### src/rtl/core/btoc_pkg.sv
// Package: shared constants, time table and channel types for the button output controller.
`timescale 1ns / 1ps

package btoc_pkg;

    localparam logic [7:0]  DEBOUNCE_TICKS   = 8'd10;
    localparam logic [7:0]  LONG_PRESS_TICKS = 8'd250;
    localparam logic [4:0]  TENTH_DIVIDE     = 5'd25;
    localparam logic [15:0] TENTH_MAX        = 16'hFFFF;
    localparam logic [15:0] SOUND_THRESHOLD  = 16'd20;
    localparam logic [4:0]  LIMIT_INDEX_MAX  = 5'd16;

    localparam int unsigned CFG_ADDR_W = 3;
    localparam int unsigned CFG_DATA_W = 5;

    localparam logic [CFG_ADDR_W-1:0] REG_SWAP_KEYS       = 3'd0;
    localparam logic [CFG_ADDR_W-1:0] REG_LIMIT_INDEX_ONE = 3'd1;
    localparam logic [CFG_ADDR_W-1:0] REG_LIMIT_INDEX_TWO = 3'd2;
    localparam logic [CFG_ADDR_W-1:0] REG_SOUND_ON_ONE    = 3'd3;
    localparam logic [CFG_ADDR_W-1:0] REG_SOUND_ON_TWO    = 3'd4;
    localparam logic [CFG_ADDR_W-1:0] REG_REMEMBER_ONE    = 3'd5;
    localparam logic [CFG_ADDR_W-1:0] REG_REMEMBER_TWO    = 3'd6;

    localparam logic [1:0] TONE_NONE = 2'd0;
    localparam logic [1:0] TONE_OK   = 2'd1;
    localparam logic [1:0] TONE_RISE = 2'd2;
    localparam logic [1:0] TONE_FALL = 2'd3;

    typedef struct packed {
        logic [4:0] limit_index;
        logic       sound_on;
        logic       remember;
    } chan_cfg_t;

    typedef struct packed {
        logic        level;
        logic [4:0]  prescale;
        logic [15:0] tenths;
    } chan_state_t;

    typedef struct packed {
        logic [1:0] tone;
        logic       save;
    } chan_event_t;

    function automatic logic [15:0] limit_of(input logic [4:0] idx);
        logic [15:0] lim;
        case (idx)
            5'd0:    lim = 16'hFFFF;
            5'd1:    lim = 16'd2;
            5'd2:    lim = 16'd5;
            5'd3:    lim = 16'd10;
            5'd4:    lim = 16'd20;
            5'd5:    lim = 16'd300;
            5'd6:    lim = 16'd600;
            5'd7:    lim = 16'd1200;
            5'd8:    lim = 16'd1800;
            5'd9:    lim = 16'd3000;
            5'd10:   lim = 16'd6000;
            5'd11:   lim = 16'd9000;
            5'd12:   lim = 16'd12000;
            5'd13:   lim = 16'd18000;
            5'd14:   lim = 16'd27000;
            5'd15:   lim = 16'd36000;
            default: lim = 16'd54000;
        endcase
        return lim;
    endfunction

endpackage

### src/rtl/core/btoc_channel.sv
// Per-output next-state logic: key toggle, tenth timer and auto-off.
`timescale 1ns / 1ps

module btoc_channel (
    input  logic                 toggle,
    input  btoc_pkg::chan_cfg_t   cfg,
    input  btoc_pkg::chan_state_t cur,
    output btoc_pkg::chan_state_t nxt,
    output btoc_pkg::chan_event_t evt
);
    import btoc_pkg::*;

    logic [15:0] lim;
    logic        updown;
    logic        unlimited;
    logic        lvl_key;
    logic [4:0]  pre_key;
    logic [1:0]  tone_key;
    logic        save_key;
    logic [4:0]  pre_tmr;
    logic [15:0] ten_tmr;
    logic        auto_off;

    assign lim       = limit_of(cfg.limit_index);
    assign updown    = lim > SOUND_THRESHOLD;
    assign unlimited = lim == TENTH_MAX;

    always_comb begin
        lvl_key  = cur.level;
        pre_key  = cur.prescale;
        tone_key = TONE_NONE;
        save_key = 1'b0;
        if (toggle) begin
            save_key = cfg.remember && unlimited;
            if (cur.level) begin
                lvl_key  = 1'b0;
                tone_key = (cfg.sound_on && updown) ? TONE_FALL : TONE_NONE;
            end else begin
                lvl_key  = 1'b1;
                pre_key  = 5'd0;
                tone_key = cfg.sound_on ? (updown ? TONE_RISE : TONE_OK) : TONE_NONE;
            end
        end
    end

    always_comb begin
        pre_tmr = pre_key;
        ten_tmr = 16'd0;
        if (lvl_key && (lim != 16'd0)) begin
            ten_tmr = cur.tenths;
            if (pre_key >= TENTH_DIVIDE) begin
                pre_tmr = 5'd0;
                if (cur.tenths != TENTH_MAX) begin
                    ten_tmr = cur.tenths + 16'd1;
                end
            end else begin
                pre_tmr = pre_key + 5'd1;
            end
        end
    end

    assign auto_off = ten_tmr > lim;

    always_comb begin
        nxt.prescale = pre_tmr;
        nxt.tenths   = ten_tmr;
        nxt.level    = lvl_key;
        evt.tone     = tone_key;
        evt.save     = save_key;
        if (auto_off) begin
            nxt.level = 1'b0;
            evt.tone  = (cfg.sound_on && updown) ? TONE_FALL : TONE_NONE;
            evt.save  = save_key || (cfg.remember && unlimited);
        end
    end

endmodule

### src/rtl/core/button_timed_output_controller_unit.sv
// Top level: one-button controller for two timed outputs with input and result registers.
// Throughput: one tick per cycle while the result port is not stalled by m_ready low;
// the input register and result register sit on either side of a single pass through
// the press counter and the two channel timers.
// Reset: synchronous, active-low aresetn clears the press counter, timers, output levels,
// configuration registers and both valid flags.
`timescale 1ns / 1ps

module button_timed_output_controller_unit (
    input  logic                              aclk,
    input  logic                              aresetn,
    input  logic                              cfg_wr_en,
    input  logic [btoc_pkg::CFG_ADDR_W-1:0]   cfg_addr,
    input  logic [btoc_pkg::CFG_DATA_W-1:0]   cfg_wdata,
    input  logic                              s_valid,
    output logic                              s_ready,
    input  logic                              s_key_down,
    output logic                              m_valid,
    input  logic                              m_ready,
    output logic                              m_drive_one,
    output logic                              m_drive_two,
    output logic [1:0]                        m_tone_one,
    output logic [1:0]                        m_tone_two,
    output logic                              m_save_one,
    output logic                              m_save_two
);
    import btoc_pkg::*;

    logic        swap_keys_reg;
    chan_cfg_t   cfg_one_reg;
    chan_cfg_t   cfg_two_reg;

    logic        in_valid_reg;
    logic        key_down_reg;
    logic        advance;

    logic [7:0]  press_ticks_reg;
    logic [7:0]  press_ticks_next;
    logic [7:0]  press_inc;
    logic        long_evt;
    logic        short_evt;

    chan_state_t st_one_reg;
    chan_state_t st_two_reg;
    chan_state_t st_one_next;
    chan_state_t st_two_next;
    chan_event_t ev_one;
    chan_event_t ev_two;
    logic        toggle_one;
    logic        toggle_two;

    logic        m_valid_reg;
    logic        m_drive_one_reg;
    logic        m_drive_two_reg;
    logic [1:0]  m_tone_one_reg;
    logic [1:0]  m_tone_two_reg;
    logic        m_save_one_reg;
    logic        m_save_two_reg;

    always_ff @(posedge aclk) begin
        if (!aresetn) begin
            swap_keys_reg <= 1'b0;
            cfg_one_reg   <= '0;
            cfg_two_reg   <= '0;
        end else if (cfg_wr_en) begin
            unique case (cfg_addr)
                REG_SWAP_KEYS:       swap_keys_reg           <= cfg_wdata[0];
                REG_LIMIT_INDEX_ONE: cfg_one_reg.limit_index <= cfg_wdata;
                REG_LIMIT_INDEX_TWO: cfg_two_reg.limit_index <= cfg_wdata;
                REG_SOUND_ON_ONE:    cfg_one_reg.sound_on    <= cfg_wdata[0];
                REG_SOUND_ON_TWO:    cfg_two_reg.sound_on    <= cfg_wdata[0];
                REG_REMEMBER_ONE:    cfg_one_reg.remember    <= cfg_wdata[0];
                REG_REMEMBER_TWO:    cfg_two_reg.remember    <= cfg_wdata[0];
                default: ;
            endcase
        end
    end

    assign advance = in_valid_reg && (!m_valid_reg || m_ready);
    assign s_ready = !in_valid_reg || advance;

    always_ff @(posedge aclk) begin
        if (!aresetn) begin
            in_valid_reg <= 1'b0;
        end else if (s_ready) begin
            in_valid_reg <= s_valid;
        end
    end

    always_ff @(posedge aclk) begin
        if (s_valid && s_ready) begin
            key_down_reg <= s_key_down;
        end
    end

    assign press_inc = (press_ticks_reg <= LONG_PRESS_TICKS) ? press_ticks_reg + 8'd1
                                                             : press_ticks_reg;

    always_comb begin
        long_evt         = 1'b0;
        short_evt        = 1'b0;
        press_ticks_next = 8'd0;
        if (key_down_reg) begin
            press_ticks_next = press_inc;
            long_evt         = press_inc == LONG_PRESS_TICKS;
        end else begin
            short_evt = (press_ticks_reg > DEBOUNCE_TICKS)
                     && (press_ticks_reg < LONG_PRESS_TICKS);
        end
    end

    assign toggle_one = swap_keys_reg ? long_evt  : short_evt;
    assign toggle_two = swap_keys_reg ? short_evt : long_evt;

    btoc_channel u_chan_one (
        .toggle (toggle_one),
        .cfg    (cfg_one_reg),
        .cur    (st_one_reg),
        .nxt    (st_one_next),
        .evt    (ev_one)
    );

    btoc_channel u_chan_two (
        .toggle (toggle_two),
        .cfg    (cfg_two_reg),
        .cur    (st_two_reg),
        .nxt    (st_two_next),
        .evt    (ev_two)
    );

    always_ff @(posedge aclk) begin
        if (!aresetn) begin
            press_ticks_reg <= 8'd0;
            st_one_reg      <= '0;
            st_two_reg      <= '0;
        end else if (advance) begin
            press_ticks_reg <= press_ticks_next;
            st_one_reg      <= st_one_next;
            st_two_reg      <= st_two_next;
        end
    end

    always_ff @(posedge aclk) begin
        if (!aresetn) begin
            m_valid_reg <= 1'b0;
        end else if (advance) begin
            m_valid_reg <= 1'b1;
        end else if (m_ready) begin
            m_valid_reg <= 1'b0;
        end
    end

    always_ff @(posedge aclk) begin
        if (advance) begin
            m_drive_one_reg <= st_one_next.level;
            m_drive_two_reg <= st_two_next.level;
            m_tone_one_reg  <= ev_one.tone;
            m_tone_two_reg  <= ev_two.tone;
            m_save_one_reg  <= ev_one.save;
            m_save_two_reg  <= ev_two.save;
        end
    end

    assign m_valid     = m_valid_reg;
    assign m_drive_one = m_drive_one_reg;
    assign m_drive_two = m_drive_two_reg;
    assign m_tone_one  = m_tone_one_reg;
    assign m_tone_two  = m_tone_two_reg;
    assign m_save_one  = m_save_one_reg;
    assign m_save_two  = m_save_two_reg;

    a_press_sat: assert property (@(posedge aclk) disable iff (!aresetn)
        press_ticks_reg <= LONG_PRESS_TICKS + 8'd1)
        else $error("press counter beyond saturation");

    a_rise_on: assert property (@(posedge aclk) disable iff (!aresetn)
        m_valid && (m_tone_one == TONE_RISE) |-> m_drive_one)
        else $error("rising tone on output one while off");

    a_fall_off: assert property (@(posedge aclk) disable iff (!aresetn)
        m_valid && (m_tone_two == TONE_FALL) |-> !m_drive_two)
        else $error("falling tone on output two while on");

    a_save_one: assert property (@(posedge aclk) disable iff (!aresetn)
        m_valid && m_save_one |-> cfg_one_reg.remember && (cfg_one_reg.limit_index == 5'd0))
        else $error("save strobe on output one without unlimited remember");

    a_save_two: assert property (@(posedge aclk) disable iff (!aresetn)
        m_valid && m_save_two |-> cfg_two_reg.remember && (cfg_two_reg.limit_index == 5'd0))
        else $error("save strobe on output two without unlimited remember");

endmodule

### config.mk
export PLATFORM = sky130hd
export DESIGN_NAME = button_timed_output_controller_unit
export DESIGN_NICKNAME = d
export VERILOG_FILES = /design/src/rtl/core/btoc_pkg.sv /design/src/rtl/core/btoc_channel.sv /design/src/rtl/core/button_timed_output_controller_unit.sv
export SDC_FILE = /design/constraint.sdc
export NUM_CORES = 1
export LEC_CHECK = 0
export ABC_CLOCK_PERIOD_IN_PS = 7150
export BUFFER_PORTS_ARGS = -buffer_cell sky130_fd_sc_hd__buf_2
export CAP_MARGIN = 20
export CORE_MARGIN = 2
export CORE_UTILIZATION = 45
export DETAILED_ROUTE_END_ITERATION = 8
export PLACE_DENSITY = 0.61
export SYNTH_ARGS = -nofsm -noshare
export SYNTH_HDL_FRONTEND = slang
export SYNTH_SLANG_ARGS = --single-unit
### constraint.sdc
create_clock -name aclk -period 7.15 [get_ports aclk]
set_input_delay 0.715 -clock aclk [delete_from_list [all_inputs] [get_ports aclk]]
set_output_delay 0.715 -clock aclk [all_outputs]
set_load 0.01 [all_outputs]
== Word-level counts from Yosys, hierarchy flattened ==
Memory sizes are Yosys's and may differ from the RTL's. A register that Yosys moved wholly into a read port is not among the register bits.
Index checks and enable logic that the tools add are counted.
Word-level totals
  bits in latches: 0
  output and inout port bits: 10
  bits in registers: 78
  input bits: 14
  RAM bits: 0
  memory bits (read-only): 512
  memories kept: 2
  word-level logic and storage cells: 124
Operators by class
  add/sub/neg operators: 5
  reduce and logical (&&, ||, !) cells: 26
  $mul: 0
  multiplexer cells: 48
  bitwise logic cells: 0
  shift-type cells: 0
  equality and inequality tests: 11
  order comparisons: 9
  div/mod/pow operators: 0
Memories
  (no name shown): depth 16, width 16, read ports 1, clocked after Yosys merged registers in 1, wr ports 0, RTL line btoc_pkg.sv:48  | case (idx)
  (no name shown): depth 16, width 16, read ports 1, clocked after Yosys merged registers in 1, wr ports 0, RTL line btoc_pkg.sv:48
Operators by type and width (count)
  two-way mux 16 bit: 8
  two-way mux 5 bit: 8
  adder 16 x 1 -> 16 bit, second input constant: 2
  == test 16 bit, second input constant: 2
  greater-than comparator 16 bit: 2
  greater-than comparator 16 x 5 -> 1 bit, second input constant: 2
  inequality test 16 bit, second input constant: 2
  nonzero test 16 bit: 2
  two-way mux 2 bit: 10
  two-way mux 4 bit: 4
  two-way mux 8 bit: 2
  two-way mux 1 bit: 14
  AND reduction 2 bit: 7
  adder 5 x 1 -> 5 bit, second input constant: 2
  greater-or-equal comparator 5 bit, second input constant: 2
  == test 3 bit, second input constant: 3
  logical AND 1 bit: 9
  adder 8 x 1 -> 8 bit, second input constant: 1
  == test 8 bit, second input constant: 1
  greater-than comparator 8 x 4 -> 1 bit, second input constant: 1
  less-or-equal comparator 8 bit, second input constant: 1
  < comparator 8 bit, second input constant: 1
  == test 3 x 2 -> 1 bit, second input constant: 2
  two-way mux 3 bit: 2
  other kinds (5): 9

== Longest topological paths before layout ==
Gate-level depths: netlist (run 1).
  depth after elaboration: 11
  gate-level depth with buffers: 27
  depth with buffers taken out: 25

== Hierarchy ==
A second synthesis (run 1) with hierarchy kept.
Second synthesis, totals
  cell total of the unflattened synthesis: 852
  area, all modules: 6708.9 um2
By module, submodules not included
  button_timed_output_controller_unit: area each 3281.9 um2, cells an instance 353, instances 1, seq. area each 1651.6 um2
  btoc_channel at u_chan_one: area each 1736.7 um2, cells an instance 255, instances 1, seq. area each 0.0 um2
  btoc_channel at u_chan_two: area each 1690.4 um2, cells an instance 244, instances 1, seq. area each 0.0 um2

== Worst setup path before layout (run 1) ==
No wires, ideal clock.
  kind: reg2reg
  start: register press_ticks_reg[0]
  end: register m_tone_one_reg[0] (netlist: m_tone_one[0]), data pin
  buffers on the path: 2
  setup time: 262 ps
  data required time: 6888 ps
  slack: 2019 ps
  cell stages (with the launch flop): 28
  period minus slack after synthesis: 5131 ps
  arrival: 4870 ps
  cell sequence: dfxtp_1 -> buf_2 -> inv_1 -> ha_1 -> nor3b_1 -> a31oi_1 -> o22ai_4 -> and4_4 -> a21oi_1 -> and2_1 -> ha_1 -> nor4_1 -> nor2_1 -> a21boi_1 -> and3b_1 -> buf_4 -> nand4_1 -> xor2_1 -> nor2_1 -> ha_1 -> a21o_1 -> a21o_1 -> a211o_1 -> o211ai_1 -> a21oi_1 -> o21ai_0 -> nor2b_1 -> o21ai_0
RTL lines
  start, declared: RTL line button_timed_output_controller_unit.sv:37  | logic [7:0] press_ticks_reg;
  start signal, assigned: RTL line button_timed_output_controller_unit.sv:137  | press_ticks_reg <= press_ticks_next;
  end signal, assigned: RTL line button_timed_output_controller_unit.sv:157  | m_tone_one_reg <= ev_one.tone;
  end, declared: RTL line button_timed_output_controller_unit.sv:55  | logic [1:0] m_tone_one_reg;

==> summary.md, run 1 <==
| Metric | Value |
|---|---|
| Status | `finished, final reports clean` |
| Area occupied by multi-input gates | `4718 sq um` |
| Chip Height | `131.4 um` |
| Synth top area cells | `dfxtp_1, ha_1, nor2_1` |
| Fin nets | `975` |
| Tot Pwr | `1.242 mW` |
| Worst Hold End | `cfg_two_reg[3]` |
| Clk_lat worst skew | `0.36 ns` |
| IO Port Bufs | `23` |
| CP Capture Type | `flip-flop` |
| ANT nets after route | `0` |
| Seq/Total Area, Yosys | `0.3139` |
| Hold Path Depth | `2` |
| Post-route clock period utilization | `0.8651` |
| WP buf/inv | `0` |
| Num rows | `46` |
| Setup Viol. Count Final | `0` |
| Vias in the first global route | `5857` |
| Hpwl dp | `12310 um` |
| Total negative setup slack | `0 ns` |
| Logic pwr share | `0.079` |
| Power Internal | `915.7 uW` |
| Clock share of power | `0.396` |
| Sw frac | `0.2625` |
| Clock H-tree levels | `3` |
| Share of cells above drive strength 1 | `0.07903` |
| Fillers | `1572` |
| Area grow syn2layout | `6.870%` |
| Most common cell on crit path | `ha_1` |
| Largest net degree at the start of global routing | `51` |
| Lkg Pwr | `2.983 nW` |
| Die ar. | `17260 sq um` |
| Synth top area share | `0.2769` |
| Reg2reg setup slack | `0.96 ns` |
| Clock sinks | `110` |
| Number of enable flip-flop cells after synthesis | `9` |
| Worst Hold Launch | `cfg_two_reg[3]` |
| Setup CP Type | `flip-flop to flip-flop` |
| Startpoint types | `flip-flop` |
| Leading area contributor after synthesis | `dfxtp_1` |
| CTS tree | `yes` |
| GRT overflow | `0` |
| Fin. Hold Viols | `0` |
| Commonest cells post-synth | `nor2_1, dfxtp_1, nand2_1` |
| CP cell instances | `ha_1 > and3_2 > a31oi_1 > a2111oi_4 > and4_4 > a21oi_1 > nand2_1 > ha_1 > nor4_1 > nor2_1 > a21boi_1 > and3b_1 > nand4_1 > xor2_1 > nor2_1 > ha_1 > a21o_1 > a21o_1 > a211o_1 > o211ai_1 > a21oi_1 > o21ai_0 > nor2b_1 > o21ai_0` |
| DRC | `0` |
| CP max stage delay | `0.54 ns` |
| 1st-iter DRT viols | `456` |
| Register area | `2292 sq um` |
| Worst path arrival time | `6.29 ns` |
| Critical R2R Capture | `m_tone_one[0]` |
| Ant diodes | `0` |
| Initial antenna violation count | `0` |
| Syn_nets | `982` |
| Seq cells post-synth | `110` |
| Routability cong. | `0.8352` |
| Post-Syn Area per Cell | `7.990 sq um` |
| Worst relative slew slack | `0.5393` |
| Fmax | `161.7 MHz` |
| Clock Path Buffers | `2` |
| Post_cts resized | `0` |
| Worst Setup SP | `press_ticks_reg[1]` |
| Main synth FF type | `dfxtp_1` |
| CP required | `7.26 ns` |
| Max_cap viols | `0` |
| Root Buffer | `clkbuf_16` |
| Vias | `6449` |
| CTS clk-pin slew, worst paths | `0.08 ns` |
| Die span in x | `131.4 um` |
| Synth Cell Area | `7303 sq um` |
| Critical Path Fanout Max | `12` |
| Peak VDD IR | `0.1197 mV` |
| Crit path time final | `6.185 ns` |
| Syn Inst Count | `914` |
| Netlist cell types | `76` |
| Worst r2r path cells | `24` |
| Post-CTS Setup Inserts | `0` |
| Min-delay worst type | `flip-flop to flip-flop` |
| Asr flop ratio synth | `0` |
| Post-CTS Hold Buffers | `0` |
| Via/cell ratio | `5.722` |
| Reg power frac | `0.526` |
| Drt pass-1 iters | `5` |
| Wirelength per Cell | `15.21 um` |
| TritonCTS buffer count | `9` |
| Crit path max-delay family | `compound AO/OA/AOI/OAI gates` |
| Layout Utilization | `0.4913` |
| Initial Utilization | `0.4598` |
| Slowest-stage cell, CP | `dfxtp_1` |
| I/O pin count | `24` |
| Core Area | `15890 sq um` |
| Most frequent cell after synthesis | `nor2_1` |
| GRT Total Usage | `0.2015` |
| Global-route wire length before repair | `28840 um` |
| Clk_skew | `0.009689 ns` |
| Total routed wirelength | `17140 um` |
| Least-Margin Pin Slew | `0.6894 ns` |
| Worst R2R Start | `press_ticks_reg[1]` |
| Max-slew violations | `0` |
| Net Sw Power | `325.9 uW` |
| Synth warnings | `0` |
| RSZ-0062 raised after global routing | `false` |
| Power Density | `159.1 nW/um^2` |
## kinds of logic after synthesis
group / after synthesis / synth area share
compound gates: 213 / 0.1859
xor+xnor: 28 / 0.03563
fa+ha+maj: 55 / 0.09406
buf+inv: 70 / 0.04043
flops: 110 / 0.3139
mux: 27 / 0.03752
simple gates: 411 / 0.2926
## through the flow
step	cell area [sq um]	hold slack [ns]	worst slack, ns	std cells
4_1_cts	7805	0.4967	1.031	1127
6_report	7805	0.4896	0.9647	1127
3_5_place_dp	7527	0.4787	1.051	1112
3_3_place_gp	7527	0.4691	1.260	1112
5_1_grt	7805	0.5250	0.5189	1127
2_1_floorplan	7303	0.4557	2.019	914
## placed cells by master, fill, tap and decap left out, drive strengths merged, types with 4 or more instances in the layout
cell	count
a211oi	11
a21o	9
a21oi	61
a31oi	13
a41oi	4
and2	7
and3	17
and4	10
buf	29
clkbuf	9
dfxtp	101
edfxtp	9
ha	54
inv	27
mux2i	24
nand2	83
nand2b	29
nand3	36
nand4	27
nor2	109
nor2b	11
nor3	30
nor3b	7
nor4	16
o211ai	6
o21a	7
o21ai	66
o22ai	5
or3	6
or4	14
xnor2	14
xor2	14
## power by group through the flow
stage	combinational (mW)	sequential [mW]	clock, mW
3_5_place_dp	0.0971	0.668	0
2_1_floorplan	0.0714	0.662	0
3_3_place_gp	0.0974	0.667	0
6_report	0.0975	0.653	0.491
4_1_cts	0.0978	0.653	0.506
5_1_grt	0.112	0.656	0.531
## per-layer routing
layer	routed length (um)	global-route usage	part of all wire	vias to the layer above
met5	0	0	0	-
met4	300	0.06461	0.018	0
met3	790	0.03164	0.046	24
met2	7451	0.3137	0.43	157
met1	8596	0.2859	0.50	2945
li1	-	-	-	3323
## worst max-delay path by stage
stage / end / cells after the start / slack [ns]
6_report: m_tone_one[0] / 24 / 0.96
5_1_grt: m_tone_one[0] / 24 / 0.52
4_1_cts: m_tone_one[0] / 24 / 1.03
3_5_place_dp: m_tone_one[0] / 24 / 1.05
3_3_place_gp: m_tone_one[0] / 24 / 1.26
2_1_floorplan: m_tone_one[0] / 27 / 2.02
## final cells by class
| class | count | area share |
|---|---|---|
| Multi-Input combinational cell | 734 | 0.6045 |
| Timing Repair Buffer | 29 | 0.02052 |
| Sequential cell | 110 | 0.2937 |
| Tap cell | 216 | 0.03463 |
| Clock buffer | 9 | 0.02886 |
| Inverter | 23 | 0.01106 |
| Clock inverter | 6 | 0.006733 |
## worst register-to-register path, stage by stage, from the launching register on
cell	delay (ns)
dfxtp_1	0.54
ha_1	0.27
and3_2	0.24
a31oi_1	0.13
a2111oi_4	0.53
and4_4	0.34
a21oi_1	0.12
nand2_1	0.16
ha_1	0.15
nor4_1	0.04
nor2_1	0.21
a21boi_1	0.39
and3b_1	0.48
nand4_1	0.22
xor2_1	0.19
nor2_1	0.06
ha_1	0.34
a21o_1	0.16
a21o_1	0.17
a211o_1	0.28
o211ai_1	0.09
a21oi_1	0.08
o21ai_0	0.46
nor2b_1	0.19
o21ai_0	0.10
No activity file was read; power rests on OpenSTA's default activity.
==> inputs of run 2 (changes only) <==
--- a/config.mk
+++ b/config.mk
@@ -8,6 +8,7 @@
 export ABC_CLOCK_PERIOD_IN_PS = 7150
 export BUFFER_PORTS_ARGS = -buffer_cell sky130_fd_sc_hd__buf_2
 export CAP_MARGIN = 20
+export CORE_ASPECT_RATIO = 1.75
 export CORE_MARGIN = 2
 export CORE_UTILIZATION = 45
 export DETAILED_ROUTE_END_ITERATION = 8
==> summary.md, run 2 (synthesis results as in run 1) <==
| Metric | Value |
|---|---|
| Sw frac | `0.2534 (was 0.2625)` |
| IO Port Bufs | `23 (unchanged)` |
| Fillers | `1604 (was 1572)` |
| Least-Margin Pin Slew | `0.6874 ns (was 0.6894 ns)` |
| Fin nets | `975 (unchanged)` |
| Slowest-stage cell, CP | `dfxtp_1 (unchanged)` |
| Clk_lat worst skew | `0.36 ns (about the same)` |
| Post_cts resized | `0 (unchanged)` |
| Post-route clock period utilization | `0.8645 (was 0.8651)` |
| Most common cell on crit path | `ha_1 (unchanged)` |
| Core Area | `15880 sq um (was 15890 sq um)` |
| Max-slew violations | `0 (unchanged)` |
| Vias | `6509 (was 6449)` |
| Worst R2R Start | `press_ticks_reg[1] (unchanged)` |
| TritonCTS buffer count | `9 (unchanged)` |
| Reg power frac | `0.536 (was 0.526)` |
| Clock share of power | `0.384 (was 0.396)` |
| Layout Utilization | `0.4885 (was 0.4913)` |
| RSZ-0062 raised after global routing | `false (unchanged)` |
| Worst relative slew slack | `0.5382 (was 0.5393)` |
| Lkg Pwr | `2.968 nW (was 2.983 nW)` |
| CTS clk-pin slew, worst paths | `0.07 ns (was 0.08 ns)` |
| Logic pwr share | `0.081 (was 0.079)` |
| Non-filler cells, final | `1101 (was 1127)` |
| Worst Hold Launch | `st_one_reg[4] (was cfg_two_reg[3])` |
| Power Internal | `911.0 uW (was 915.7 uW)` |
| Reg2reg setup slack | `0.97 ns (was 0.96 ns)` |
| Total negative setup slack | `0 ns (unchanged)` |
| Net Sw Power | `309.2 uW (was 325.9 uW)` |
| Chip Height | `172.5 um (was 131.4 um)` |
| Share of cells above drive strength 1 | `0.07456 (was 0.07903)` |
| Area grow syn2layout | `6.185% (was 6.870%)` |
| Critical R2R Capture | `m_tone_one[0] (unchanged)` |
| Most common cell after layout, fill and taps aside | `nor2_1 (unchanged)` |
| GRT Total Usage | `0.2126 (was 0.2015)` |
| Global-route wire length before repair | `30100 um (was 28840 um)` |
| CP cell instances | `ha_1 > and3_2 > a31oi_1 > a2111oi_4 > and4_4 > a21oi_1 > nand2_1 > ha_1 > nor4_1 > nor2_1 > a21boi_1 > and3b_1 > nand4_1 > xor2_1 > nor2_1 > ha_1 > a21o_1 > a21o_1 > a211o_1 > o211ai_1 > a21oi_1 > o21ai_0 > nor2b_1 > o21ai_0 (unchanged)` |
| Setup CP Type | `flip-flop to flip-flop (unchanged)` |
| Power Density | `157.3 nW/um^2 (was 159.1 nW/um^2)` |
| Worst Hold End | `st_one_reg[4] (was cfg_two_reg[3])` |
| Peak VDD IR | `0.1018 mV (was 0.1197 mV)` |
| Setup Viol. Count Final | `0 (unchanged)` |
| Die ar. | `17300 sq um (was 17260 sq um)` |
| Hpwl dp | `13090 um (was 12310 um)` |
| Clock sinks | `110 (unchanged)` |
| Vias in the first global route | `6129 (was 5857)` |
| Min-delay worst type | `flip-flop to flip-flop (unchanged)` |
| Crit path time final | `6.181 ns (was 6.185 ns)` |
| Worst r2r path cells | `24 (unchanged)` |
| Die span in x | `100.3 um (was 131.4 um)` |
| DRC | `0 (unchanged)` |
| Clk_skew | `0.01059 ns (was 0.009689 ns)` |
| CTS tree | `yes (unchanged)` |
| Commonest cells after routing, fill and taps aside | `nor2_1, dfxtp_1, nand2_1 (unchanged)` |
| I/O pin count | `24 (unchanged)` |
| Num rows | `61 (was 46)` |
| Root Buffer | `clkbuf_16 (unchanged)` |
| Initial Utilization | `0.4600 (was 0.4598)` |
| Via/cell ratio | `5.912 (was 5.722)` |
| ANT nets after route | `0 (unchanged)` |
| CP max stage delay | `0.54 ns (about the same)` |
| Placed insts | `1085 (was 1112)` |
| Fmax | `161.8 MHz (was 161.7 MHz)` |
| Clock Path Buffers | `2 (unchanged)` |
| Routability cong. | `0.8307 (was 0.8352)` |
| Fin. Hold Viols | `0 (unchanged)` |
| Post-CTS Hold Buffers | `0 (unchanged)` |
| Hold Path Depth | `2 (unchanged)` |
| 1st-iter DRT viols | `317 (was 456)` |
| Status | `finished, final reports clean (unchanged)` |
| CP Capture Type | `flip-flop (unchanged)` |
| Worst path arrival time | `6.28 ns (was 6.29 ns)` |
| Max_cap viols | `0 (unchanged)` |
| Total routed wirelength | `17930 um (was 17140 um)` |
| Drt pass-1 iters | `5 (unchanged)` |
| Critical Path Fanout Max | `12 (unchanged)` |
| Initial antenna violation count | `0 (unchanged)` |
| Post-CTS Setup Inserts | `0 (unchanged)` |
| Ant diodes | `0 (unchanged)` |
| Largest net degree at the start of global routing | `51 (unchanged)` |
| CP required | `7.25 ns (was 7.26 ns)` |
| Wirelength per Cell | `16.28 um (was 15.21 um)` |
| Clock H-tree levels | `3 (unchanged)` |
| Startpoint types | `flip-flop (unchanged)` |
| GRT overflow | `0 (unchanged)` |
-- run 2: cell count changes in the layout (fill, tap and decap cells not counted) --
cell / delta
clkbuf_1: +4
inv_8: -1
clkinv_1: +1
inv_6: -4
inv_4: -1
clkinv_4: +2
-- run 2: cell type report --
| cell class | instances | area [sq um] | share of cell area |
|---|---|---|---|
| clock buffer | 13 | 240.2 | 0.03098 |
| tap | 189 | 236.5 | 0.03049 |
| sequential | 110 | 2292 | 0.2956 |
| timing repair buffer | 29 | 160.2 | 0.02065 |
| clock inverter | 3 | 21.27 | 0.002743 |
| multi-input combinational | 734 | 4718 | 0.6084 |
| inverter | 23 | 86.33 | 0.01113 |
-- run 2: routing by layer --
layer | vias to the layer above | GRT usage | part of all wire
li1 | 3312 | - | -
met1 | 3094 | 0.2564 | 0.43
met2 | 83 | 0.3862 | 0.52
met3 | 20 | 0.02235 | 0.027
met4 | 0 | 0.06792 | 0.017
met5 | - | 0 | 0
-- run 2: worst max-delay path by stage --
stage / startpoint / to / slack (ns) / cells after the start
global placement: press_ticks_reg[1] / m_tone_one[0] / 1.12 / 24
floorplan: press_ticks_reg[0] / m_tone_one[0] / 2.02 / 27
global route: press_ticks_reg[1] / m_tone_one[0] / 0.40 / 24
CTS: press_ticks_reg[1] / m_tone_one[0] / 0.98 / 24
finish: press_ticks_reg[1] / m_tone_one[0] / 0.97 / 24
detailed placement: press_ticks_reg[1] / m_tone_one[0] / 0.99 / 24
-- run 2: per-stage QoR --
step	total power [mW]	cell area (sq um)	hold WS (ns)	setup slack, ns
2_1_floorplan	0.7336	7303	0.4557	2.019
3_5_place_dp	0.7671	7493	0.4823	0.9898
3_3_place_gp	0.7666	7493	0.4712	1.122
4_1_cts	1.231	7755	0.4921	0.9804
5_1_grt	1.270	7755	0.5141	0.3979
6_report	1.220	7755	0.4942	0.9686
-- run 2: power groups by stage --
stage / logic [mW] / clock network (mW) / registers, mW
2_1_floorplan: 0.0714 / 0 / 0.662
3_3_place_gp: 0.0989 / 0 / 0.668
3_5_place_dp: 0.0993 / 0 / 0.668
4_1_cts: 0.0996 / 0.478 / 0.653
5_1_grt: 0.113 / 0.501 / 0.655
6_report: 0.0987 / 0.468 / 0.653
-- run 2: critical path: cells and delay by family (launching register included) --
kind | cells | cell delay (ns)
AO/OA/AOI/OAI | 11 | 2.51
XOR/XNOR | 1 | 0.18
adder cells (fa/ha/maj) | 3 | 0.78
flip-flops | 1 | 0.54
AND/OR/NAND/NOR | 9 | 1.92
==> inputs of run 3 (changes only) <==
--- a/config.mk
+++ b/config.mk
@@ -6,13 +6,14 @@
 export NUM_CORES = 1
 export LEC_CHECK = 0
 export ABC_CLOCK_PERIOD_IN_PS = 7150
-export BUFFER_PORTS_ARGS = -buffer_cell sky130_fd_sc_hd__buf_2
 export CAP_MARGIN = 20
 export CORE_ASPECT_RATIO = 1.75
 export CORE_MARGIN = 2
 export CORE_UTILIZATION = 45
 export DETAILED_ROUTE_END_ITERATION = 8
-export PLACE_DENSITY = 0.61
+export DONT_BUFFER_PORTS = 1
+export PLACE_DENSITY = 0.6
+export SKIP_CTS_REPAIR_TIMING = 1
 export SYNTH_ARGS = -nofsm -noshare
 export SYNTH_HDL_FRONTEND = slang
 export SYNTH_SLANG_ARGS = --single-unit
==> summary.md, run 3 (synthesis results as in run 1) <==
| Metric | Value |
|---|---|
| Status | `finished, final reports clean (unchanged)` |
| Startpoint types | `flip-flop (unchanged)` |
| Setup CP Type | `flip-flop to flip-flop (unchanged)` |
| Post-route clock period utilization | `0.8646 (was 0.8645)` |
| Worst r2r path cells | `24 (unchanged)` |
| Total routed wirelength | `18090 um (was 17930 um)` |
| Commonest cells after routing, fill and taps aside | `nor2_1, dfxtp_1, nand2_1 (unchanged)` |
| Initial Utilization | `0.4600 (unchanged)` |
| Drt pass-1 iters | `5 (unchanged)` |
| Clock Path Buffers | `2 (unchanged)` |
| Global-route wire length before repair | `30340 um (was 30100 um)` |
| Vias in the first global route | `6363 (was 6129)` |
| Critical R2R Capture | `m_tone_one[0] (unchanged)` |
| Critical Path Fanout Max | `12 (unchanged)` |
| Ant diodes | `0 (unchanged)` |
| Chip Height | `172.5 um (unchanged)` |
| Fillers | `1626 (was 1604)` |
| Lkg Pwr | `2.887 nW (was 2.968 nW)` |
| Reg2reg setup slack | `0.97 ns (about the same)` |
| 1st-iter DRT viols | `310 (was 317)` |
| Area grow syn2layout | `4.900% (was 6.185%)` |
| Via/cell ratio | `6.017 (was 5.912)` |
| Initial antenna violation count | `0 (unchanged)` |
| Fin nets | `951 (was 975)` |
| Routability cong. | `0.8357 (was 0.8307)` |
| Pre-CTS setup slack | `0.9823 ns (was 0.9898 ns)` |
| CP cell instances | `ha_1 > and3_2 > a31oi_1 > a2111oi_4 > and4_4 > a21oi_1 > nand2_1 > ha_1 > nor4_1 > nor2_1 > a21boi_1 > and3b_1 > nand4_1 > xor2_1 > nor2_1 > ha_1 > a21o_1 > a21o_1 > a211o_1 > o211ai_1 > a21oi_1 > o21ai_0 > nor2b_1 > o21ai_0 (unchanged)` |
| Vias | `6480 (was 6509)` |
| CP Capture Type | `flip-flop (unchanged)` |
| Hpwl dp | `13230 um (was 13090 um)` |
| Total negative setup slack | `0 ns (unchanged)` |
| Min-delay worst type | `input pin to flip-flop (was flip-flop to flip-flop)` |
| Share of cells above drive strength 1 | `0.05068 (was 0.07456)` |
| Max-slew violations | `0 (unchanged)` |
| Wirelength per Cell | `16.79 um (was 16.28 um)` |
| GRT overflow | `0 (unchanged)` |
| IO Port Bufs | `0 (was 23)` |
| Post-route design area | `7661 sq um (was 7755 sq um)` |
| ANT nets after route | `0 (unchanged)` |
| Die span in x | `100.3 um (unchanged)` |
| CP required | `7.25 ns (about the same)` |
| Least-Margin Pin Slew | `0.7219 ns (was 0.6874 ns)` |
| Fmax | `161.8 MHz (about the same)` |
| DRC | `0 (unchanged)` |
| RSZ-0062 raised after global routing | `false (unchanged)` |
| CTS tree | `yes (unchanged)` |
| Worst Hold Launch | `s_key_down (was st_one_reg[4])` |
| Area occupied by multi-input gates | `4718 sq um (unchanged)` |
| Power Density | `163.4 nW/um^2 (was 157.3 nW/um^2)` |
| Most common cell after layout, fill and taps aside | `nor2_1 (unchanged)` |
| CTS clk-pin slew, worst paths | `0.07 ns (about the same)` |
| WHS | `0.4584 ns (was 0.4942 ns)` |
| Core Area | `15880 sq um (unchanged)` |
| Register area | `2292 sq um (unchanged)` |
| I/O pin count | `24 (unchanged)` |
| Fin worst setup slack | `0.9678 ns (was 0.9686 ns)` |
| Most common cell on crit path | `ha_1 (unchanged)` |
| Clk_skew | `0.01187 ns (was 0.01059 ns)` |
| Clk_lat worst skew | `0.35 ns (was 0.36 ns)` |
| Root Buffer | `clkbuf_16 (unchanged)` |
| GRT Total Usage | `0.2144 (was 0.2126)` |
| Clock H-tree levels | `3 (unchanged)` |
| Die ar. | `17300 sq um (unchanged)` |
| Worst relative slew slack | `0.5150 (was 0.5382)` |
| Crit path time final | `6.182 ns (was 6.181 ns)` |
| Peak VDD IR | `0.09963 mV (was 0.1018 mV)` |
| Clock sinks | `110 (unchanged)` |
| Worst Hold End | `key_down_reg (was st_one_reg[4])` |
| CP max stage delay | `0.54 ns (about the same)` |
| Slowest-stage cell, CP | `o21ai_0 (was dfxtp_1)` |
| Fin. Hold Viols | `0 (unchanged)` |
| Setup Viol. Count Final | `0 (unchanged)` |
| Hold Path Depth | `0 (was 2)` |
| Worst path arrival time | `6.28 ns (about the same)` |
| Max_cap viols | `0 (unchanged)` |
| Worst R2R Start | `press_ticks_reg[1] (unchanged)` |
| DP Area | `7371 sq um (was 7493 sq um)` |
| TritonCTS buffer count | `9 (unchanged)` |
| Num rows | `61 (unchanged)` |
| Layout Utilization | `0.4826 (was 0.4885)` |
| Largest net degree at the start of global routing | `51 (unchanged)` |
run 3: per-stage QoR:
step                      power, mW  cells
final                         1.252   1077
after global routing          1.299   1077
after CTS                     1.263   1077
after detailed placement     0.7557   1061
after global placement       0.7549   1061
after floorplan              0.7336    914
run 3: report_power, final:
group / internal [mW] / switching (mW) / total, mW
Clock: 0.274 / 0.236 / 0.511
Combinational: 0.0313 / 0.0547 / 0.0860
Sequential: 0.638 / 0.0169 / 0.655
run 3: final cells by class:
type | instances | share of cell area
sequential | 110 | 0.2992
timing repair buffer | 5 | 0.004900
inverter | 23 | 0.01127
clock buffer | 11 | 0.03038
tap | 189 | 0.03087
multi-input combinational | 734 | 0.6159
clock inverter | 5 | 0.007513
run 3: metal layers:
metal  vias to the layer above  track usage  share of wire
met1                      3058       0.2482           0.42
li1                       3274            -              -
met5                         -            0              0
met4                         0      0.06735          0.019
met2                       123       0.3884           0.52
met3                        25      0.04145          0.043
run 3: how the worst max path moves through the flow:
stage,from,endpoint,slack (ns)
6_report,press_ticks_reg[1],m_tone_one[0],0.97
5_1_grt,press_ticks_reg[1],m_tone_one[0],0.38
4_1_cts,press_ticks_reg[1],m_tone_one[0],0.96
3_5_place_dp,press_ticks_reg[1],m_tone_one[0],0.98
3_3_place_gp,press_ticks_reg[1],m_tone_one[0],1.12
2_1_floorplan,press_ticks_reg[0],m_tone_one[0],2.02
run 3: critical path: cells and delay by family, from the launching register on:
kind,cells,cell delay (ns)
compound gates,11,2.58
simple gates,9,1.89
fa+ha+maj,3,0.77
flops,1,0.53
xor+xnor,1,0.18
